`src/rtl/brtq_pkg.sv`:
```
// Shared types and constants of the bucketed reset time queue.
// Used by brtq_div, brtq_cell and bucketed_reset_time_queue; no dependencies.
package brtq_pkg;

    localparam int unsigned OP_W     = 2;
    localparam int unsigned ID_W     = 10;
    localparam int unsigned TIME_W   = 32;
    localparam int unsigned GRAN_W   = 16;
    localparam int unsigned STATUS_W = 2;
    // dividend of the bucket division: due time plus granule minus one, or the now time for poll
    localparam int unsigned DIVD_W   = TIME_W + 1;
    localparam int unsigned DCNT_W   = $clog2(DIVD_W);

    localparam logic [GRAN_W-1:0] GRANULE_RESET = 16'd64;

    localparam logic [OP_W-1:0] OP_ADD    = 2'd0;
    localparam logic [OP_W-1:0] OP_REMOVE = 2'd1;
    localparam logic [OP_W-1:0] OP_POLL   = 2'd2;

    localparam logic [STATUS_W-1:0] ST_DONE = 2'd0;
    localparam logic [STATUS_W-1:0] ST_ZERO = 2'd1;
    localparam logic [STATUS_W-1:0] ST_MISS = 2'd2;
    localparam logic [STATUS_W-1:0] ST_FULL = 2'd3;

    typedef struct packed {
        logic [OP_W-1:0]   op;
        logic [ID_W-1:0]   object_id;
        logic [TIME_W-1:0] due_time;
        logic [TIME_W-1:0] now_time;
    } t_in_item;

    typedef struct packed {
        logic [STATUS_W-1:0] status;
        logic [ID_W-1:0]     due_object;
    } t_out_item;

    // one queue slot as held in a cell
    typedef struct packed {
        logic              valid;
        logic [TIME_W-1:0] bucket;
        logic [ID_W-1:0]   object;
    } t_entry;

    typedef enum logic [2:0] {
        CMD_NONE,
        CMD_CLEAR,
        CMD_SCAN,
        CMD_INSERT,
        CMD_DROP,
        CMD_POP
    } t_cell_cmd;

    typedef struct packed {
        t_cell_cmd         cmd;
        logic [TIME_W-1:0] key_bucket;
        logic [ID_W-1:0]   key_object;
    } t_cell_ctl;

endpackage

```
`src/rtl/brtq_cell.sv`:
```
// One slot of the sorted queue: holds an entry and trades it with its neighbours.
// Depends on brtq_pkg for the entry and control types.
module brtq_cell (
    input  logic                 i_clk,
    input  logic                 i_rst_n,
    input  brtq_pkg::t_cell_ctl  i_ctl,
    input  brtq_pkg::t_entry     i_left,
    input  logic                 i_left_keep,
    input  logic                 i_left_hit,
    input  brtq_pkg::t_entry     i_right,
    output brtq_pkg::t_entry     o_entry,
    output logic                 o_keep,
    output logic                 o_hit
);

    brtq_pkg::t_entry r_entry;
    brtq_pkg::t_entry n_entry;
    logic             r_hit;
    logic             w_match;

    // keep: this entry stays ahead of a new item with the key bucket
    assign o_keep  = r_entry.valid && (r_entry.bucket < i_ctl.key_bucket);
    assign w_match = r_entry.valid && (r_entry.bucket == i_ctl.key_bucket)
                     && (r_entry.object == i_ctl.key_object);
    // hit: a matching entry sits here or somewhere to the left
    assign o_hit   = r_hit || w_match;

    always_comb begin
        n_entry = r_entry;
        case (i_ctl.cmd)
            brtq_pkg::CMD_INSERT: begin
                if (!o_keep) begin
                    if (i_left_keep) begin
                        n_entry.valid  = 1'b1;
                        n_entry.bucket = i_ctl.key_bucket;
                        n_entry.object = i_ctl.key_object;
                    end else begin
                        n_entry = i_left;
                    end
                end
            end
            brtq_pkg::CMD_DROP: begin
                if (o_hit) begin
                    n_entry = i_right;
                end
            end
            brtq_pkg::CMD_POP: begin
                n_entry = i_right;
            end
            default: begin
                n_entry = r_entry;
            end
        endcase
    end

    always_ff @(posedge i_clk) begin
        if (!i_rst_n) begin
            r_entry.valid <= 1'b0;
            r_hit         <= 1'b0;
        end else begin
            r_entry.valid <= n_entry.valid;
            case (i_ctl.cmd)
                brtq_pkg::CMD_CLEAR: begin
                    r_hit <= 1'b0;
                end
                brtq_pkg::CMD_SCAN: begin
                    r_hit <= i_left_hit;
                end
                default: begin
                    r_hit <= r_hit;
                end
            endcase
        end
        r_entry.bucket <= n_entry.bucket;
        r_entry.object <= n_entry.object;
    end

    assign o_entry = r_entry;

endmodule

```
`config.mk`:
```
export PLATFORM = sky130hd
export DESIGN_NAME = brtq_cell
export DESIGN_NICKNAME = d
export VERILOG_FILES = /design/src/rtl/brtq_pkg.sv /design/src/rtl/brtq_cell.sv
export SDC_FILE = /design/constraint.sdc
export NUM_CORES = 1
export LEC_CHECK = 0
export ABC_AREA = 1
export CAP_MARGIN = 0
export CORE_MARGIN = 3
export CORE_UTILIZATION = 42
export CTS_CLUSTER_DIAMETER = 100
export DETAILED_ROUTE_END_ITERATION = 10
export DONT_BUFFER_PORTS = 1
export SLEW_MARGIN = 20
export SYNTH_ARGS = -nofsm -noshare
export SYNTH_HDL_FRONTEND = slang
export SYNTH_SLANG_ARGS = --single-unit
```
`constraint.sdc`:
```
create_clock -name i_clk -period 3.4 [get_ports i_clk]
set_clock_uncertainty 0.05 [all_clocks]
set_input_delay 0.17 -clock i_clk [delete_from_list [all_inputs] [get_ports i_clk]]
set_output_delay 0.17 -clock i_clk [all_outputs]
set_load 0.03 [all_outputs]
```
Word level (Yosys, flattened, before mapping) --
Index checks and enable logic that the tools add are counted.
Operators by class: order comparisons 1, equality and inequality tests 9, mux-type cells 5, reductions and logical operators 7
Operators with widths (count):
- 2-to-1 mux 43 bit | 3
- case mux 43 bit (3 select lines) | 1
- equality test 32 bit | 1
- < comparator 32 bit | 1
- equality test 10 bit | 1
- equality test 3 x 2 -> 1 bit (second input constant) | 2
- equality test 3 bit (second input constant) | 2
- != test 2 bit (second input constant) | 2
- equality test 3 x 1 -> 1 bit (second input constant) | 1
- logical AND 1 bit | 3
- AND reduction 3 bit | 1
- nonzero test 3 bit | 1
- case mux 1 bit (2 select lines) | 1
- nonzero test 2 bit | 1
- logical OR 1 bit | 1
Storage, ports and cells: flip-flop bits (word level) 44, output and inout bits 45, word-level logic and storage cells 26

Longest topological paths before layout --
Gate-level depths: netlist (run 1).
depth after elaboration 6, mapped depth 17, depth with buffers taken out 17

Worst setup path after synthesis (run 1) --
No wires, ideal clock.
kind register -> register, start reg r_entry, in the netlist o_entry[41], end reg r_entry, in the netlist o_entry[0] (enable), data arrival time 2.194 ns, setup slack 0.769 ns, stages on the path, launching flop included 10, path buffers 0, path through edfxtp_1 ha_1 nand4_1 nor2_2 nand3_2 nor2_1 nand2_1 nand3_2 nand2_2 nor2_4
On the way: cells in the longest elaborated chain, start to end 6, elaborated cells on any way between the ends 9, those cells by class order compare (1); eq/ne (3); reduce/logical (5)
RTL lines:
- start, declared | RTL line brtq_cell.sv:16 | brtq_pkg::t_entry r_entry;
- branches (longest 5 deep; another with < comparator 32 bit)
- AND reduction 3 bit (no line) (*)
Every way passes the cells marked *. A chain may end at the register's enable or synchronous reset.

Final worst setup path (run 1) --
start reg r_entry, in the netlist o_entry[41], end reg r_entry, in the netlist o_entry[41] (enable)
The elaborated chain is that of the path after synthesis.

==> results of run 1 <==
-- cell usage after synthesis, types with 3 or more instances --
master	count	area [sq um]
o211ai_1	31	233
nor2_1	35	131
nor2_2	4	25.0
nand2_1	131	492
nand3_1	37	185
a21oi_1	22	110
inv_1	58	218
edfxtp_1	42	1260
nand4_1	4	25.0
inv_2	4	15.0
o21ai_0	13	65.1
a31oi_1	3	18.8
buf_2	3	15.0
clkbuf_1	12	45.0
ha_1	32	400
buf_1	5	18.8
-- where the power goes --
part / switching (mW) / internal, mW
Clock: 0.174 / 0.143
Sequential: 0.0732 / 0.638
Combinational: 0.147 / 0.0944
-- worst paths after layout --
check	end	slack, ps	cells after the start
setup reg to reg	o_entry[41]	680	10
setup / recovery	o_entry[41]	680	10
hold reg to reg	r_hit	470	2
hold / removal	o_entry[26]	40	2
-- placed cells by master, fill, tap and decap left out, types with 3 or more instances in the layout --
cell      count
edfxtp_1     42
a21oi_1      22
clkinv_1      3
o21ai_0      13
inv_1        58
inv_2         4
clkbuf_8      5
nand3_1      37
ha_1         32
nor2_1       35
nand2_1     130
o211ai_1     31
nor2_2        4
a31oi_1       3
nand4_1       4
-- kinds of logic after synthesis --
family | count (synthesis) | synth area share
compound gates | 74 | 0.135
fa+ha+maj | 32 | 0.117
buf+inv | 84 | 0.0935
flops | 44 | 0.381
simple gates | 220 | 0.273
-- critical path, delay by kind of cell, from the launching register on --
| family | cells | cell delay [ps] |
|---|---|---|
| adders and majority gates | 1 | 390 |
| buffers and inverters | 1 | 260 |
| DFF | 1 | 560 |
| and+or+nand+nor | 8 | 1140 |
-- metrics by stage --
step	total power, mW	hold slack, ps	cell area [sq um]
2_1_floorplan	0.922	240	3410
3_3_place_gp	0.961	253	3500
3_5_place_dp	0.968	258	3500
4_1_cts	1.29	29.1	3600
5_1_grt	1.35	27.9	3600
6_report	1.27	38.9	3600
-- repair_timing --
action	4_1_cts	5_1_grt
hold endpoints to repair	2	0
hold buffers	2	0
gates resized for setup	0	0
-- layout make-up --
cell class | count | area, sq um | area share
Multi-Input combinational cell | 326 | 1790 | 0.499
Tap cell | 102 | 128 | 0.0355
Inverter | 64 | 240 | 0.0668
Timing Repair Buffer | 5 | 55.1 | 0.0153
Clock inverter | 1 | 3.75 | 0.00104
Clock buffer | 7 | 76.3 | 0.0212
Sequential cell | 44 | 1300 | 0.362
-- routing by layer --
layer / track usage / up-vias / routed length, um
met3: 0.0493 / 5 / 724
met1: 0.209 / 1256 / 3530
met4: 0.0367 / 0 / 68
met5: 0 / - / 0
li1: - / 1506 / -
met2: 0.314 / 108 / 4210
-- registers in the layout (all words and copies together), names as in the netlist --
register and cells:
r_hit 1, o_entry 43
==> summary.md, run 1 <==
| Metric | Value |
|---|---|
| CTS Buf Count | 5 |
| Critical R2R Launch | o_entry[41] |
| Final Wtd Congestion | 0.736 |
| CTS tree | built |
| DRC | 0 |
| F_max | 0.368 GHz |
| Yosys reg bits | 44 |
| Post-Place Setup Slack | 633 ps |
| Rel. slew slack | 0.566 |
| I/O Pins | 180 |
| # fillers | 802 |
| Worst setup SP type | flop |
| Cell row count | 32 |
| Average cell area after synthesis | 7.52 sq um |
| Slew Limit Fails | 0 |
| PortBufs | 0 |
| Slowest-stage cell, CP | edfxtp_1 |
| Register area share after synthesis | 0.381 |
| Maxcap violations | 0 |
| Maximum buffer depth of the clock tree | 2 |
| Initial antenna violation count | 0 |
| Die Span Y | 96.1 um |
| Drt wl/cell | 15.5 um |
| Fin. Hold Viols | 0 |
| Worst Tran Pin Value | 650 ps |
| Reg clk slew, reported paths | 80 ps |
| Peak supply drop | 0.162 mV |
| CP peak stage delay | 560 ps |
| Worst Setup End Kind | flop |
| Worst setup startpoint | o_entry[41] |
| PwrDens | 353 nW/um^2 |
| Clk_lat worst skew | 300 ps |
| Unrepaired setup endpoints after global routing | no |
| Vias | 2875 |
| Post-synth EDFFs | 42 |
| Final setup margin | 683 ps |
| DP Wirelength | 6.55 mm |
| Gr ovfl total | 0 |
| Worst-path cell chain | ha_1, nand4_1, nor2_2, nand3_2, nor2_1, nand2_1, nand3_2, nand2_2, nor2_4, buf_12 |
| Max FO, Critical Path | 29 |
| Status | complete, no violations |
| Starting DRT DRC Count | 97 |
| Global-route wire length before repair | 12.5 mm |
| Area Overhead vs Synth | 5.46% |
| # diodes | 0 |
| Share of cells above drive strength 1 | 0.0492 |
| Final WL | 8.54 mm |
| Post-CTS setup buffers | 0 |
| Number of vias per cell | 5.24 |
| Synthesized area | 3410 sq um |
| Vias in the first global route | 2710 |
| Setup TNS Final | 0 ps |
| Hold Path Class | input port to flop |
| CTS sink count | 44 |
| Unique cell type count in the Yosys netlist | 28 |
| Largest net degree at the start of global routing | 68 |
| CP Class | flop to flop |
| Synthesized instance count | 454 |
| Initial core utilization | 0.437 |
| Final net count | 613 |
| Placed cell count | 539 |
| Crit share post-route | 0.799 |
| Tot GR Track Use | 0.176 |
| Post-route antenna net violation count | 0 |
| Mapped Nets | 621 |
| Die area | 9240 sq um |
| Async set-reset flop share out of synthesis | 0 |
| Die W | 96.1 um |
| CTS root buf | clkbuf_8 |
| CP required | 3350 ps |
| H-tree Lvls | 2 |
| Layout Utilization | 0.461 |
| Syn. warnings | 0 |
| CORE AREA | 7810 sq um |
| Most frequent CP cell | nand3_2 |
| Tmin final | 2720 ps |
| Final non-filler cell total | 549 |
| Final setup viols | 0 |
| DRT Pass-1 Iters | 4 |
| Hold path startpoint | i_left[26] |
| Top FF cell, synth | edfxtp_1 |
| P_leak | 1.66 nW |
| Worst endpoint data arrival time | 2660 ps |
Power figures use the tool's default switching activity.
==> run 2: changes to the inputs <==
==> constraint.sdc (replaced) <==
create_clock -name i_clk -period 2.3 [get_ports i_clk]
set_clock_uncertainty 0.05 [all_clocks]
set_input_delay 0.115 -clock i_clk [delete_from_list [all_inputs] [get_ports i_clk]]
set_output_delay 0.115 -clock i_clk [all_outputs]
set_load 0.03 [all_outputs]
==> summary.md, run 2 (synthesis gave the netlist of run 1 again) <==
| Metric | Value |
|---|---|
| Largest net degree at the start of global routing | 68 (unchanged) |
| F_max | 0.453 GHz (+23%) |
| WP buf/inv | 1 (unchanged) |
| Hold path startpoint | i_right[9] |
| CTS Buf Count | 5 (unchanged) |
| Critical R2R Launch | o_entry[40] |
| Layout Utilization | 0.606 (+0.145) |
| CP peak stage delay | 450 ps (-110 ps) |
| Tmin final | 2210 ps (-509 ps) |
| Hold Path Stages | 2 (unchanged) |
| CP Depth | 10 (unchanged) |
| Worst Tran Pin Value | 457 ps (-192 ps) |
| Gr ovfl total | 0 (unchanged) |
| DRT Pass-1 Iters | 4 (unchanged) |
| Vias | 3433 (+19%) |
| Post-Place Setup Slack | 111 ps (-522 ps) |
| CP required | 2250 ps (-1100 ps) |
| Die Span Y | 96.1 um (unchanged) |
| Post-route antenna net violation count | 0 (unchanged) |
| Worst-path cell chain | ha_4, nand4_1, nor2_2, nand3_2, nor2_1, nand2_1, nand3_2, nand2_2, nor2_4, buf_12 |
| Slew Limit Fails | 0 (unchanged) |
| Max reg flops | 43 (unchanged) |
| Critical Path Sink | o_entry[5] |
| CP top delay family | simple AND/OR/NAND/NOR gates |
| CORE AREA | 7810 sq um (unchanged) |
| Vias in the first global route | 3310 (+22%) |
| CTS root buf | clkbuf_8 |
| Clk_lat worst skew | 300 ps (about the same) |
| Maxcap violations | 0 (unchanged) |
| CP Class | flop to flop |
| Initial antenna violation count | 0 (unchanged) |
| Final WL | 9.96 mm (+17%) |
| PwrDens | 451 nW/um^2 (+28%) |
| P_leak | 2.18 nW (+32%) |
| Number of vias per cell | 5.17 (-1.3%) |
| Status | complete, no violations |
| Worst Setup End Kind | flop |
| Area Overhead vs Synth | 38.7% |
| Initial core utilization | 0.437 (unchanged) |
| Multi-input logic area | 1860 sq um (+3.8%) |
| Crit share post-route | 0.960 (+0.161) |
| Rel. slew slack | 0.693 (+0.127) |
| Unrepaired setup endpoints after global routing | yes |
| # fillers | 695 (-13%) |
| Maximum buffer depth of the clock tree | 2 (unchanged) |
| Most frequent cells in the layout | 130 x nand2_1, 72 x dlygate4sd3_1, 58 x inv_1 |
| Die area | 9240 sq um (unchanged) |
| DP Wirelength | 6.95 mm (+6.1%) |
| Worst R2R Path Depth | 10 (unchanged) |
| Reg clk slew, reported paths | 90 ps (about the same) |
| Final setup margin | 92.5 ps (-591 ps) |
| Worst R2R Setup Slack | 90 ps (-590 ps) |
| Most frequent CP cell | nand3_2 |
| Most common cell after layout, fill and taps aside | nand2_1 |
| Worst setup startpoint | o_entry[40] |
| Drt wl/cell | 15.0 um (-3.5%) |
| CTS sink count | 44 (unchanged) |
| Tot GR Track Use | 0.210 (+0.0345) |
| Cell row count | 32 (unchanged) |
| Final net count | 728 (+19%) |
| Fin. Hold Viols | 0 (unchanged) |
| Hold Path Class | input port to flop |
| Starting DRT DRC Count | 133 (+37%) |
| Final Wtd Congestion | 0.759 (+3.2%) |
| CTS tree | built |
| Final setup viols | 0 (unchanged) |
| DRC | 0 (unchanged) |
| R2r endpoint | o_entry[5] |
| Storage cell area | 1300 sq um (unchanged) |
| PortBufs | 0 (unchanged) |
| Worst setup SP type | flop |
| Max FO, Critical Path | 25 (-14%) |
| Global-route wire length before repair | 15.0 mm (+20%) |
| Slowest-stage cell, CP | edfxtp_1 |
| # diodes | 0 (unchanged) |
| Peak supply drop | 0.213 mV (+32%) |
| Worst endpoint data arrival time | 2160 ps (-500 ps) |
| I/O Pins | 180 (unchanged) |
| Die W | 96.1 um (unchanged) |
| H-tree Lvls | 2 (unchanged) |
| Share of cells above drive strength 1 | 0.137 (+0.0878) |
[run 2: changes by cell type in the layout (fill, tap and decap cells not counted), sizes merged]
cell	change
buf	+45
clkbuf	-1
clkinv	+1
dlygate4sd3	+70
[run 2: what timing repair did]
| item | CTS | global route |
|---|---|---|
| endpoints found under the setup margin | 0 | 42 |
| resized for setup | 0 | 2 |
| setup buffers | 0 | 0 |
| hold buffers | 71 | 1 |
| endpoints found under the hold margin | 34 | 1 |
[run 2: how the worst min path moves through the flow]
stage	slack [ps]	endpoint
2_1_floorplan	190	r_hit
3_3_place_gp	190	r_hit
3_5_place_dp	200	r_hit
4_1_cts	0.3	o_entry[11]
5_1_grt	7	o_entry[29]
6_report	2	o_entry[9]
[run 2: report_power, final]
part	switching (mW)	internal, mW
logic	0.343	0.308
registers	0.0271	0.941
clock network	0.276	0.240
total	0.646	1.49
[run 2: layer usage]
| metal | up-vias | track usage | wire, um |
|---|---|---|---|
| met1 | 1544 | 0.250 | 3970 |
| met4 | 0 | 0.0711 | 245 |
| met5 | - | 0 | 0 |
| met2 | 136 | 0.375 | 5020 |
| li1 | 1734 | - | - |
| met3 | 19 | 0.0430 | 725 |
[run 2: through the flow]
step / instances / hold slack, ps / TNS (ps) / cell area, sq um / power [mW]
finish: 664 / 1.89 / 0 / 4730 / 2.14
global route: 664 / 6.69 / -1010 / 4730 / 2.27
CTS: 663 / 0.329 / 0 / 4700 / 2.15
detailed placement: 584 / 199 / 0 / 3890 / 1.50
global placement: 584 / 192 / 0 / 3890 / 1.49
floorplan: 454 / 185 / -12550 / 3460 / 1.37
[run 2: area by class of cell]
| cell class | count | area share |
|---|---|---|
| well taps | 102 | 0.0270 |
| inverters | 64 | 0.0510 |
| clock inverters | 2 | 0.00212 |
| clock buffers | 6 | 0.0175 |
| flip-flops and latches | 44 | 0.275 |
| multi-input cells | 326 | 0.394 |
| repair buffers | 120 | 0.234 |
