File: config.mk
export PLATFORM = sky130hd
export DESIGN_NAME = brtq_div
export DESIGN_NICKNAME = d
export VERILOG_FILES = /design/src/rtl/brtq_pkg.sv /design/src/rtl/brtq_div.sv
export SDC_FILE = /design/constraint.sdc
export NUM_CORES = 1
export LEC_CHECK = 0
export BUFFER_PORTS_ARGS = -buffer_cell sky130_fd_sc_hd__buf_2
export CAP_MARGIN = 20
export CORE_ASPECT_RATIO = 2
export CORE_MARGIN = 1.5
export CORE_UTILIZATION = 49
export DETAILED_ROUTE_END_ITERATION = 16
export GPL_TIMING_DRIVEN = 0
export HOLD_SLACK_MARGIN = 0.02
export PLACE_DENSITY_LB_ADDON = 0.2
export SLEW_MARGIN = 40
export SYNTH_ARGS = -nofsm -noshare
export SYNTH_HDL_FRONTEND = slang
export SYNTH_SLANG_ARGS = --single-unit
File: constraint.sdc
create_clock -name i_clk -period 2.4 [get_ports i_clk]
set_input_delay 0.12 -clock i_clk [delete_from_list [all_inputs] [get_ports i_clk]]
set_output_delay 0.12 -clock i_clk [all_outputs]
set_load 0.1 [all_outputs]
File: src/rtl/brtq_pkg.sv
// Shared types and constants of the bucketed reset time queue.
// Used by brtq_div, brtq_cell and bucketed_reset_time_queue; no dependencies.
package brtq_pkg;

    localparam int unsigned OP_W     = 2;
    localparam int unsigned ID_W     = 10;
    localparam int unsigned TIME_W   = 32;
    localparam int unsigned GRAN_W   = 16;
    localparam int unsigned STATUS_W = 2;
    // dividend of the bucket division: due time plus granule minus one, or the now time for poll
    localparam int unsigned DIVD_W   = TIME_W + 1;
    localparam int unsigned DCNT_W   = $clog2(DIVD_W);

    localparam logic [GRAN_W-1:0] GRANULE_RESET = 16'd64;

    localparam logic [OP_W-1:0] OP_ADD    = 2'd0;
    localparam logic [OP_W-1:0] OP_REMOVE = 2'd1;
    localparam logic [OP_W-1:0] OP_POLL   = 2'd2;

    localparam logic [STATUS_W-1:0] ST_DONE = 2'd0;
    localparam logic [STATUS_W-1:0] ST_ZERO = 2'd1;
    localparam logic [STATUS_W-1:0] ST_MISS = 2'd2;
    localparam logic [STATUS_W-1:0] ST_FULL = 2'd3;

    typedef struct packed {
        logic [OP_W-1:0]   op;
        logic [ID_W-1:0]   object_id;
        logic [TIME_W-1:0] due_time;
        logic [TIME_W-1:0] now_time;
    } t_in_item;

    typedef struct packed {
        logic [STATUS_W-1:0] status;
        logic [ID_W-1:0]     due_object;
    } t_out_item;

    // one queue slot as held in a cell
    typedef struct packed {
        logic              valid;
        logic [TIME_W-1:0] bucket;
        logic [ID_W-1:0]   object;
    } t_entry;

    typedef enum logic [2:0] {
        CMD_NONE,
        CMD_CLEAR,
        CMD_SCAN,
        CMD_INSERT,
        CMD_DROP,
        CMD_POP
    } t_cell_cmd;

    typedef struct packed {
        t_cell_cmd         cmd;
        logic [TIME_W-1:0] key_bucket;
        logic [ID_W-1:0]   key_object;
    } t_cell_ctl;

endpackage

File: src/rtl/brtq_div.sv
// Restoring divider, one quotient bit per cycle, for the bucket calculation.
// Depends on brtq_pkg for widths.
module brtq_div (
    input  logic                         i_clk,
    input  logic                         i_rst_n,
    input  logic                         i_start,
    input  logic [brtq_pkg::DIVD_W-1:0]  i_dividend,
    input  logic [brtq_pkg::GRAN_W-1:0]  i_divisor,
    output logic                         o_done,
    output logic [brtq_pkg::DIVD_W-1:0]  o_quotient
);

    logic                         r_busy;
    logic                         r_done;
    logic [brtq_pkg::DCNT_W-1:0]  r_cnt;
    logic [brtq_pkg::GRAN_W-1:0]  r_rem;
    logic [brtq_pkg::GRAN_W-1:0]  r_div;
    logic [brtq_pkg::DIVD_W-1:0]  r_quo;

    logic [brtq_pkg::GRAN_W:0]    w_shifted;
    logic                         w_ge;
    logic [brtq_pkg::GRAN_W-1:0]  n_rem;
    logic [brtq_pkg::DIVD_W-1:0]  n_quo;

    always_comb begin
        w_shifted = {r_rem, r_quo[brtq_pkg::DIVD_W-1]};
        w_ge      = (w_shifted >= {1'b0, r_div});
        n_rem     = w_ge ? brtq_pkg::GRAN_W'(w_shifted - {1'b0, r_div})
                         : w_shifted[brtq_pkg::GRAN_W-1:0];
        n_quo     = {r_quo[brtq_pkg::DIVD_W-2:0], w_ge};
    end

    always_ff @(posedge i_clk) begin
        if (!i_rst_n) begin
            r_busy <= 1'b0;
            r_done <= 1'b0;
            r_cnt  <= '0;
        end else begin
            r_done <= 1'b0;
            if (i_start) begin
                r_busy <= 1'b1;
                r_cnt  <= '0;
                r_rem  <= '0;
                r_div  <= i_divisor;
                r_quo  <= i_dividend;
            end else if (r_busy) begin
                r_rem <= n_rem;
                r_quo <= n_quo;
                r_cnt <= r_cnt + 1'b1;
                if (r_cnt == brtq_pkg::DCNT_W'(brtq_pkg::DIVD_W - 1)) begin
                    r_busy <= 1'b0;
                    r_done <= 1'b1;
                end
            end
        end
    end

    assign o_done     = r_done;
    assign o_quotient = r_quo;

endmodule

Word-level counts from Yosys, hierarchy flattened:

Index checks and enable logic that the tools add are counted.

* $add $sub $neg: 2
* order comparisons: 1
* equal/unequal tests: 1
* mux-type cells: 8
* bitwise logic cells: 2
* reductions and logical operators: 5

Operators with widths (count)
* 33-bit 2-to-1 mux: 2
* 16-bit 2-to-1 mux: 2
* 17-bit by 16-bit >= comparator with 1-bit output: 1
* 16-bit subtractor: 1
* 6-bit by 1-bit adder with 6-bit output, second input constant: 1
* 6-bit == test, second input constant: 1
* 1-bit 2-to-1 mux: 4
* 2-bit AND reduction: 2
* 3-bit OR reduction: 1
* 1-bit NOT: 2
* 2-bit nonzero test: 1
* 2-bit OR reduction: 1

* bits in registers: 73
* bits of input ports: 52
* output and inout port bits: 34
* word-level logic and storage cells: 25

Longest topological paths before layout:

Gate-level depths: netlist of run 1.

* word-level depth: 4
* mapped depth: 12
* depth with buffers taken out: 10

Worst setup path before layout of run 1:

No wires, ideal clock.

* path kind: register to register
* start: reg r_quo (netlist bit o_quotient[32])
* end: reg r_rem[12] in the netlist's numbering (data pin)
* library setup time: 257 ps
* data arrival time: 2628 ps
* data required time: 2143 ps
* path slack: -485 ps
* cell stages (with the launch flop): 11
* buffers on the path: 0
* period minus slack after synthesis: 2885 ps
* cell sequence: edfxtp_1 -> inv_1 -> ha_1 -> fa_1 -> nor2b_1 -> o21ai_0 -> a211oi_1 -> nor3_1 -> o21ai_0 -> xor2_1 -> o2bb2ai_1

* longest elaborated chain between the ends: 3
* elaborated cells between the ends (all ways): 4
* classes of those cells: add/sub (1); order compare (1); mux (2)

RTL lines
* start: declaration: line brtq_div.sv:18 `logic [brtq_pkg::DIVD_W-1:0] r_quo;`
* start signal: assignment: line brtq_div.sv:45 `r_quo <= i_dividend;`
* start signal: assignment: line brtq_div.sv:48 `r_quo <= n_quo;`
* 16-bit subtractor or 17-bit by 16-bit >= comparator with 1-bit output (tied branches): line brtq_div.sv:28, brtq_div.sv:27
* 16-bit 2-to-1 mux *: line brtq_div.sv:28 `n_rem = w_ge ? brtq_pkg::GRAN_W'(w_shifted - {1'b0, r_div})`
* 16-bit 2-to-1 mux *: line brtq_div.sv:46 `end else if (r_busy) begin`
* end signal: assignment: line brtq_div.sv:47 `r_rem <= n_rem;`
* end: declaration: line brtq_div.sv:16 `logic [brtq_pkg::GRAN_W-1:0] r_rem;`

Mark *: on every way between the ends. The rest lies on a longest branch, timed or not. The select of a mux whose other input is x is not followed.
A chain may end at the register's enable or synchronous reset.

Worst setup path in the final report of run 1:

* start: reg r_div[0] in the netlist's numbering
* end: reg r_rem[14] in the netlist's numbering (data pin)

* longest elaborated chain between the ends: 3
* elaborated cells between the ends (all ways): 4
* classes of those cells: add/sub (1); order compare (1); mux (2)

RTL lines
* start: declaration: line brtq_div.sv:17 `logic [brtq_pkg::GRAN_W-1:0] r_div;`
* start signal: assignment: line brtq_div.sv:44 `r_div <= i_divisor;`
* 16-bit subtractor or 17-bit by 16-bit >= comparator with 1-bit output (tied branches): line brtq_div.sv:28, brtq_div.sv:27
* 16-bit 2-to-1 mux *: line brtq_div.sv:28
* 16-bit 2-to-1 mux *: line brtq_div.sv:46

Marks and branches as above.

==> results of run 1 <==
-- power breakdown --
part	switching (mW)	internal (mW)
Combinational	0.750	0.538
Clock	0.513	1.01
Sequential	0.0503	1.51
-- cells by family (layout without fill, tap and decap cells) --
logic type	count (synthesis)	in the layout
muxes	46	46
and+or+nand+nor	65	65
xor gates and xnor gates	15	15
adders and majority gates	19	19
buffers and inverters	34	172
DFF	73	73
AOI/OAI and AO/OA	54	54
-- metrics by stage --
step / utilization (%) / cells / setup WS [ns] / power, mW
2_1_floorplan: - / 306 / -0.359 / 2.38
4_1_cts: 67.9 / 530 / 0.0425 / 4.29
5_1_grt: 69.9 / 538 / -0.0837 / 4.52
3_5_place_dp: 58.2 / 485 / -0.204 / 2.60
3_3_place_gp: 57.8 / 484 / -0.549 / 2.57
6_report: 69.9 / 538 / 0.0179 / 4.37
-- cell type report --
cell class	instances	share of cell area (%)
flip-flops and latches	73	40.0
repair buffers	123	15.1
clock buffers	10	4.34
clock inverters	6	2.02
plain buffers	9	1.09
inverters	24	1.71
well taps	94	2.23
multi-input cells	199	33.5
-- path summary, 6_finish.rpt --
path                              start                       to  slack, ns  depth (start not counted)
hold / removal            i_dividend[0]  o_quotient[0]$_DFFE_PP_       0.07                          2
setup reg to reg     r_div[0]$_DFFE_PP_  r_rem[14]$_SDFFCE_PP0P_       0.02                         10
setup / recovery     r_div[0]$_DFFE_PP_  r_rem[14]$_SDFFCE_PP0P_       0.02                         10
hold reg to reg   r_cnt[5]$_SDFFE_PP0P_    r_cnt[5]$_SDFFE_PP0P_       0.52                          2
-- layout by cell type (no fill, tap or decap), types with 5 or more instances in the layout --
master	netlist	layout
clkbuf_16	0	9
o21ai_0	10	6
xnor2_1	7	7
dfxtp_1	8	8
o21a_1	6	5
nand4_1	5	5
ha_1	18	9
mux2_2	33	33
mux2i_1	12	10
nand2_1	17	15
clkbuf_1	4	5
dlygate4sd3_1	0	16
ha_4	0	8
xor2_1	8	8
edfxtp_1	65	65
buf_4	1	18
a21o_1	6	6
a21oi_1	12	10
inv_1	24	21
nor2_1	28	28
buf_2	0	84
-- worst max-delay path, cell delays in order, from the launching register on --
cell	delay, ns
edfxtp_1	0.41
ha_4	0.20
fa_2	0.41
nor2b_2	0.14
o31a_1	0.18
buf_6	0.13
o31ai_4	0.06
a31oi_1	0.24
xor2_1	0.10
mux2i_1	0.18
nor2_1	0.06
-- Yosys cell counts, types with 2 or more instances --
cell type	count	area (um^2)
xnor2_1	7	61.3
o21ai_0	10	50.1
a21oi_1	12	60.1
xor2_1	8	70.1
nand4_1	5	31.3
buf_1	3	11.3
nor2b_1	2	12.5
mux2i_1	12	120
mux2_2	33	372
a21o_1	6	45.0
inv_1	24	90.1
nor2_1	28	105
clkbuf_1	4	15.0
nand2_1	17	63.8
edfxtp_1	65	1950
and4_1	2	17.5
o22ai_1	2	12.5
nor3_1	3	15.0
o21a_1	6	45.0
ha_1	18	225
a211oi_1	3	22.5
dfxtp_1	8	160
a31oi_1	4	25.0
or3_1	2	12.5
-- sequential cells by signal (all words and copies together) (netlist names) --
| register | cells |
|---|---|
| r_busy | 1 |
| o_quotient | 33 |
| o_done | 1 |
| r_rem | 16 |
| r_div | 16 |
| r_cnt | 6 |
-- repair_timing --
| action | CTS | global route |
|---|---|---|
| gates resized for setup | 20 | 20 |
| pin swaps | 9 | 4 |
| hold endpoints to repair | 16 | 0 |
| setup buffers | 12 | 9 |
| cloned | 1 | 0 |
| hold buffers | 16 | 0 |
| endpoints found under the setup margin | 17 | 16 |
-- routing by layer --
| metal | wire, um | up-vias | share of wire (%) |
|---|---|---|---|
| met5 | 0 | - | 0 |
| li1 | - | 1393 | - |
| met3 | 358 | 26 | 3.9 |
| met1 | 3270 | 1426 | 36 |
| met4 | 335 | 0 | 3.7 |
| met2 | 5130 | 113 | 56 |
==> run_results.csv, run 1 <==
group,metric,value,unit
logic_synthesis,synthAdderAreaFrac,6.44,%
routing,viasPerCell,5.50,
logic_synthesis,synth_flop_cell,"edfxtp_1",
clocking,numCtsBuffers,9,
die,rows,45,
global_routing,grt_use_met3,3.51,%
setup_path,crit_path_end_kind,"register",
global_routing,overflow,0,
clocking,clk_latency,0.34,ns
cells_and_area,multi_input_area,0.00176,mm^2
logic_synthesis,yosys_register_bits,73,
logic_synthesis,ys_types,46,
place,portBuffers,84,
sta,setup_viol,0,
place,place_congestion,0.875,
logic_synthesis,synthMuxAreaShare,13.2,%
die,die_h,128,um
job,drv_cap,0,
clocking,clock-sinks,73,
cells_and_area,antennaDiodeCount,0,
setup_path,start_kind,"register",
logic_synthesis,synthArstFlopShare,0,%
sta,worstMarginPinSlew,0.759,ns
sta,final.setup.tns,0,ns
logic_synthesis,synth.yosys.seq_area_share,55.5,%
global_routing,top_usage_layer,"met2",
cells_and_area,drive_above_1_share,42.6,%
routing,antenna_violating_nets_post_route,0,
sta,finalClockSkew,0.00815,ns
routing,wl_per_cell,16.9,um
die,dieWidth,65.3,um
routing,routed_wl,9.09,mm
die,core_area,0.00754,mm^2
cells_and_area,n_fill_cell,557,
sta,rsz0062_at_grt,"yes",
clocking,cts_tree,"done",
global_routing,grt.met2_usage,41.5,%
sta,timing.fmax,420,MHz
logic_synthesis,synthCells,306,
routing,drtIter0Drc,163,
sta,drv_slew,0,
global_routing,grtUsageTotal,22.8,%
setup_path,worstSetupPathType,"reg -> reg",
global_routing,antenna_found_initial,0,
logic_synthesis,synth_compound_area_share,9.43,%
die,initial_core_util,50.5,%
min_path,hold_path_class,"in -> reg",
die,dieArea,0.00834,mm^2
global_routing,grt_pass1_vias,3101,
sta,post-route-min-period,2.38,ns
cells_and_area,fin_nets,510,
clocking,clockBufferDepth,2,
cells_and_area,regArea,0.00211,mm^2
logic_synthesis,synth_top_family_by_area,"multiplexers",
logic_synthesis,syn_avg_cell_area,12.4,um^2
logic_synthesis,synth_area,0.00381,mm^2
logic_synthesis,synth_edf_count,65,
routing,remaining_drc_errors,0,
place,detailed_place_hpwl,6.21,mm
sta,hold_viol,0,
setup_path,cp_data_arrival_time,2.45,ns
clocking,cts-root-buf,"clkbuf_16",
setup_path,required,2.47,ns
die,io_pins,86,
setup_path,cp_max_fo,2,
power_and_ir_drop,peakVddDrop,0.000746,V
cells_and_area,final_area,0.00527,mm^2
sta,relSlewSlack,49.3,%
clocking,clk_pin_slew,0.06,ns
logic_synthesis,synth_nets,377,
power_and_ir_drop,power_density,829,mW/mm^2
logic_synthesis,yosysWarningCount,0,
run_status,status,"finished clean",
logic_synthesis,synthSimpleGateAreaFrac,7.92,%
global_routing,grt_pass1_wl,14.2,mm
routing,num_vias,2958,
routing,drtPass1Iterations,4,
place,dpl_cell_area,0.00439,mm^2
global_routing,use_met1,23.7,%
sta,hold_ws,0.0653,ns
logic_synthesis,synth_xor_xnor_area_share,3.45,%
power_and_ir_drop,p_leak,2.19,nW
sta,fin_crit_sh,99.3,%
clocking,htree_levels,3,
cells_and_area,area_growth,38.5,%
global_routing,grt_max_degree,28,
Note: power is estimated with default switching activity, not from simulation.
==> run 2, diff against run 1 <==
--- a/config.mk
+++ b/config.mk
@@ -10,11 +10,13 @@
 export CORE_ASPECT_RATIO = 2
 export CORE_MARGIN = 1.5
 export CORE_UTILIZATION = 49
+export CTS_CLUSTER_SIZE = 24
 export DETAILED_ROUTE_END_ITERATION = 16
 export GPL_TIMING_DRIVEN = 0
 export HOLD_SLACK_MARGIN = 0.02
 export PLACE_DENSITY_LB_ADDON = 0.2
-export SLEW_MARGIN = 40
+export REMOVE_ABC_BUFFERS = 1
+export SLEW_MARGIN = 20
 export SYNTH_ARGS = -nofsm -noshare
 export SYNTH_HDL_FRONTEND = slang
 export SYNTH_SLANG_ARGS = --single-unit
==> run 2 against run 1 <==
Effect of this change:
- the flow now finishes with violations (negative setup slack)
- combinational power decreased by 7%
- clock skew fell by 0.0026 ns
- cell count fell by 2.4%
- register-to-register slack worse by 0.06 ns
- global-route usage is 1.7 points lower
- via count is 2.7% lower
- sequential cell count unchanged
- non-clock buffer count down 13
- design area decreased by 3.4%
- critical path depth is 2 lower
- highest routed layer unchanged
==> run_results.csv, run 2 (same netlist as run 1, synthesis figures left out) <==
group,metric,value,unit
setup_path,worstPathCellList,"ha_4 > and4_4 > nand2_4 > o311a_1 > a22oi_2 > buf_6 > mux2i_1 > nor2_1",
routing,remaining_drc_errors,0,
place,portBuffers,85,
cells_and_area,antennaDiodeCount,0,
power_and_ir_drop,p_leak,2.11,nW
die,initial_core_util,50.5,%
routing,wl_per_cell,16.0,um
run_status,violations,"negative setup slack",
die,core_area,0.00754,mm^2
sta,finalClockSkew,0.00555,ns
global_routing,antenna_found_initial,0,
sta,timing.fmax,410,MHz
clocking,clock-sinks,73,
sta,fin_crit_sh,102,%
routing,drtPass1Iterations,4,
place,place_congestion,0.907,
place,detailed_place_hpwl,5.55,mm
routing,routed_wl,8.38,mm
setup_path,path_buf_inv,1,
cells_and_area,drive_above_1_share,41.3,%
min_path,whs_path_depth,2,
cells_and_area,layout_common_cells,"84 x buf_2, 65 x edfxtp_1, 32 x mux2_2",
setup_path,slowest_delay,0.44,ns
setup_path,start_kind,"register",
min_path,hold_path_class,"in -> reg",
die,dieArea,0.00834,mm^2
die,io_pins,86,
setup_path,cp_data_arrival_time,2.50,ns
clocking,clockBufferDepth,2,
cells_and_area,n_fill_cell,602,
sta,post-route-min-period,2.44,ns
die,die_h,128,um
routing,antenna_violating_nets_post_route,0,
setup_path,ff2ff_path_depth,8,
cells_and_area,area_growth,33.8,%
setup_path,crit_cells,8,
routing,viasPerCell,5.48,
global_routing,grt_max_degree,51,
die,rows,45,
global_routing,grt_pass1_vias,2937,
setup_path,cp_slowest_cell,"edfxtp_1",
clocking,htree_levels,3,
sta,rsz0062_at_grt,"yes",
cells_and_area,fin_nets,497,
job,drv_cap,0,
global_routing,overflow,0,
clocking,cts-root-buf,"clkbuf_16",
sta,hold_viol,0,
cells_and_area,largest_register_ffs,33,
global_routing,grt_pass1_wl,13.3,mm
routing,drtIter0Drc,154,
run_status,status,"finished with violations",
routing,num_vias,2878,
setup_path,crit_path_end_kind,"register",
sta,hold_ws,0.0755,ns
setup_path,required,2.46,ns
sta,worstMarginPinSlew,0.712,ns
cells_and_area,final_common_cell,"buf_2",
setup_path,crit_family,"compound AO/OA/AOI/OAI gates",
clocking,clk_latency,0.33,ns
power_and_ir_drop,power_density,773,mW/mm^2
sta,final.setup.tns,-0.109,ns
clocking,clk_pin_slew,0.06,ns
die,dieWidth,65.3,um
global_routing,grtUsageTotal,21.1,%
power_and_ir_drop,peakVddDrop,0.000735,V
sta,setup_ws,-0.0396,ns
sta,drv_slew,0,
sta,relSlewSlack,52.5,%
sta,setup_viol,5,
setup_path,cp_max_fo,5,
clocking,cts_tree,"done",
setup_path,worstSetupPathType,"reg -> reg",
clocking,numCtsBuffers,9,
## run 2: changes by cell type in the layout (fill, tap and decap cells not counted), moves of 2 or more
cell       delta
inv_1         +2
bufinv_16     -3
clkbuf_1      -2
buf_4         -2
inv_2         -2
buf_12        -2
mux2_4        +2
buf_1         -3
## run 2: final timing paths
kind	from	to	slack, ns
max	r_rem[6]$_SDFFCE_PP0P_	r_rem[8]$_SDFFCE_PP0P_	-0.04
min reg2reg	r_cnt[5]$_SDFFE_PP0P_	r_cnt[5]$_SDFFE_PP0P_	0.49
max reg2reg	r_rem[6]$_SDFFCE_PP0P_	r_rem[8]$_SDFFCE_PP0P_	-0.04
min	i_dividend[0]	o_quotient[0]$_DFFE_PP_	0.08
## run 2: through the flow
step	std cells	area (um^2)	utilization, %	setup slack, ns	power [mW]
2_1_floorplan	296	3740	-	-0.871	2.33
3_3_place_gp	475	4290	56.8	-0.844	2.53
3_5_place_dp	476	4300	57.0	-0.568	2.55
4_1_cts	523	5040	66.8	-0.0319	3.92
5_1_grt	525	5090	67.5	-0.120	4.09
6_report	525	5090	67.5	-0.0396	3.94
## run 2: worst reg2reg max path: cells and delay by family, from the launching register on
kind,cells,cell delay [ns]
buffers and inverters,1,0.22
flip-flops,1,0.44
AND/OR/NAND/NOR,3,0.37
adder cells (fa/ha/maj),1,0.31
multiplexers,1,0.24
AO/OA/AOI/OAI,2,0.59
## run 2: cell type report
type | count | area (um^2) | share of cell area [%]
Clock buffer | 12 | 236 | 4.64
Clock inverter | 4 | 20.0 | 0.393
Inverter | 24 | 90.1 | 1.77
Multi-Input combinational cell | 199 | 1780 | 35.0
Sequential cell | 73 | 2110 | 41.5
Tap cell | 94 | 118 | 2.31
Timing Repair Buffer | 119 | 734 | 14.4
## run 2: repair_timing
| item | in CTS | in global routing |
|---|---|---|
| pin swaps | 14 | 3 |
| setup buffers | 14 | 2 |
| hold buffers | 16 | 0 |
| endpoints found under the hold margin | 16 | 0 |
| setup endpoints to repair | 17 | 16 |
| resized for setup | 36 | 9 |
| gates cloned | 1 | 0 |
## run 2: routing by layer
metal / wire [um] / GRT usage [%]
met1: 3130 / 23.1
met3: 450 / 5.71
met4: 303 / 11.0
met2: 4500 / 36.4
met5: 0 / 0
## run 2: where the power goes
part / switching [mW] / internal (mW)
Combinational: 0.721 / 0.481
Clock: 0.481 / 0.691
Sequential: 0.0525 / 1.51
Total: 1.25 / 2.68
==> run 3, diff against run 2 <==
--- a/config.mk
+++ b/config.mk
@@ -6,7 +6,7 @@
 export NUM_CORES = 1
 export LEC_CHECK = 0
 export BUFFER_PORTS_ARGS = -buffer_cell sky130_fd_sc_hd__buf_2
-export CAP_MARGIN = 20
+export CAP_MARGIN = 15
 export CORE_ASPECT_RATIO = 2
 export CORE_MARGIN = 1.5
 export CORE_UTILIZATION = 49
@@ -20,3 +20,4 @@
 export SYNTH_ARGS = -nofsm -noshare
 export SYNTH_HDL_FRONTEND = slang
 export SYNTH_SLANG_ARGS = --single-unit
+export TNS_END_PERCENT = 5
==> run 3 against run 2 <==
Effect of this change:
- clock skew about the same
- setup slack got worse by 0.015 ns
- register-to-register slack got worse by 0.02 ns
- total power decreased by 0.38%
- first-iteration DRC count decreased by 1.3%
- hold slack got worse by 0.0014 ns
- maximum frequency decreased by 0.61%
- critical path depth unchanged
- the run still ends with negative setup slack left
- combinational power about the same
- via count decreased by 0.94%
- die area unchanged
==> run_results.csv, run 3 (same netlist as run 1, synthesis figures left out) <==
group,metric,value,unit
run_status,status,"finished with violations",
run_status,violations,"negative setup slack",
place,dpl_cell_area,0.00430,mm^2
sta,setup_viol,6,
global_routing,grt_max_degree,51,
setup_path,crit_start,"r_rem[6]$_SDFFCE_PP0P_",
sta,final.setup.tns,-0.172,ns
setup_path,cp_data_arrival_time,2.51,ns
global_routing,grtUsageTotal,21.1,%
clocking,clockBufferDepth,2,
min_path,whs_path_depth,2,
sta,timing.fmax,407,MHz
routing,drtPass1Iterations,4,
cells_and_area,layout_common_cells,"84 x buf_2, 65 x edfxtp_1, 32 x mux2_2",
setup_path,reg2reg_to,"r_rem[8]$_SDFFCE_PP0P_",
power_and_ir_drop,power_density,775,mW/mm^2
setup_path,required,2.46,ns
power_and_ir_drop,peakVddDrop,0.000735,V
die,die_h,128,um
sta,hold_ws,0.0741,ns
cells_and_area,final_common_cell,"buf_2",
global_routing,antenna_found_initial,0,
place,place_congestion,0.907,
routing,routed_wl,8.37,mm
sta,setup_ws,-0.0546,ns
global_routing,overflow,0,
min_path,min-delay-start,"i_dividend[0]",
die,dieArea,0.00834,mm^2
die,io_pins,86,
cells_and_area,final_area,0.00506,mm^2
routing,num_vias,2851,
setup_path,ff2ff_path_depth,8,
routing,remaining_drc_errors,0,
die,rows,45,
setup_path,crit_path_end_kind,"register",
sta,worstMarginPinSlew,0.707,ns
job,drv_cap,0,
setup_path,worstSetupPathType,"reg -> reg",
place,portBuffers,85,
routing,viasPerCell,5.46,
cells_and_area,n_fill_cell,608,
sta,drv_slew,0,
die,initial_core_util,50.5,%
sta,finalClockSkew,0.00599,ns
setup_path,regToRegStartpoint,"r_rem[6]$_SDFFCE_PP0P_",
cells_and_area,fin_nets,494,
global_routing,grt_pass1_wl,13.3,mm
sta,hold_viol,0,
cells_and_area,drive_above_1_share,40.4,%
min_path,hold_path_class,"in -> reg",
clocking,htree_levels,3,
global_routing,grt_pass1_vias,2939,
place,detailed_place_hpwl,5.55,mm
clocking,cts-root-buf,"clkbuf_16",
clocking,clk_latency,0.33,ns
die,core_area,0.00754,mm^2
cells_and_area,antennaDiodeCount,0,
sta,post-route-min-period,2.45,ns
sta,relSlewSlack,52.9,%
die,dieWidth,65.3,um
routing,wl_per_cell,16.0,um
setup_path,r2r_slack,-0.05,ns
sta,fin_crit_sh,102,%
clocking,numCtsBuffers,9,
cells_and_area,area_growth,33.0,%
routing,antenna_violating_nets_post_route,0,
clocking,clk_pin_slew,0.06,ns
routing,drtIter0Drc,152,
cells_and_area,final_util,67.1,%
cells_and_area,largest_register_ffs,33,
power_and_ir_drop,p_leak,2.09,nW
min_path,holdPathEnd,"o_quotient[0]$_DFFE_PP_",
sta,rsz0062_at_grt,"yes",
setup_path,start_kind,"register",
place,preCtsSetupSlack,-0.568,ns
setup_path,cp_max_fo,5,
clocking,clock-sinks,73,
clocking,cts_tree,"done",
run 3: cell count changes in the layout (fill, tap and decap cells not counted), sizes merged:
cell,previous run,this run
buf,103,100
run 3: how the worst max path moves through the flow:
stage | to | slack [ns] | cells after the start
2_1_floorplan | r_rem[0]$_SDFFCE_PP0P_ | -0.87 | 9
3_3_place_gp | r_rem[7]$_SDFFCE_PP0P_ | -0.84 | 7
3_5_place_dp | r_rem[7]$_SDFFCE_PP0P_ | -0.57 | 10
4_1_cts | r_rem[7]$_SDFFCE_PP0P_ | -0.03 | 8
5_1_grt | r_rem[8]$_SDFFCE_PP0P_ | -0.13 | 8
6_report | r_rem[8]$_SDFFCE_PP0P_ | -0.05 | 8
run 3: final cells by class:
cell class / instances / area, um^2 / area share [%]
repair buffers: 116 / 712 / 14.1
multi-input cells: 199 / 1770 / 35.0
clock inverters: 4 / 20.0 / 0.395
well taps: 94 / 118 / 2.32
flip-flops and latches: 73 / 2110 / 41.7
clock buffers: 12 / 236 / 4.67
inverters: 24 / 90.1 / 1.78
run 3: repair_timing:
action,4_1_cts,5_1_grt
endpoints found under the hold margin,16,0
resized for setup,36,7
endpoints found under the setup margin,17,16
cloned,1,0
pin swaps,14,2
hold buffers,16,0
buffers inserted,13,0
run 3: through the flow:
stage	instances	power (mW)
2_1_floorplan	296	2.33
6_report	522	3.92
4_1_cts	522	3.92
5_1_grt	522	4.08
3_3_place_gp	475	2.53
3_5_place_dp	476	2.55
run 3: where the power goes:
group | switching, mW | internal, mW | leakage [nW]
logic | 0.718 | 0.469 | 1.28
clock network | 0.481 | 0.691 | 0.122
registers | 0.0524 | 1.51 | 0.686
total | 1.25 | 2.67 | 2.09
run 3: critical path, cell delays in order (launching register included):
cell and delay, ns:
edfxtp_1 0.44, ha_4 0.31, and4_4 0.25, nand2_4 0.06, o311a_1 0.30, a22oi_2 0.29
buf_6 0.22, mux2i_1 0.25, nor2_1 0.06
run 3: layer usage:
| metal | vias up | routed length [um] | global-route usage, % |
|---|---|---|---|
| li1 | 1360 | - | - |
| met1 | 1361 | 3190 | 23.0 |
| met2 | 104 | 4400 | 36.4 |
| met3 | 26 | 458 | 5.71 |
| met4 | 0 | 325 | 11.5 |
| met5 | - | 0 | 0 |
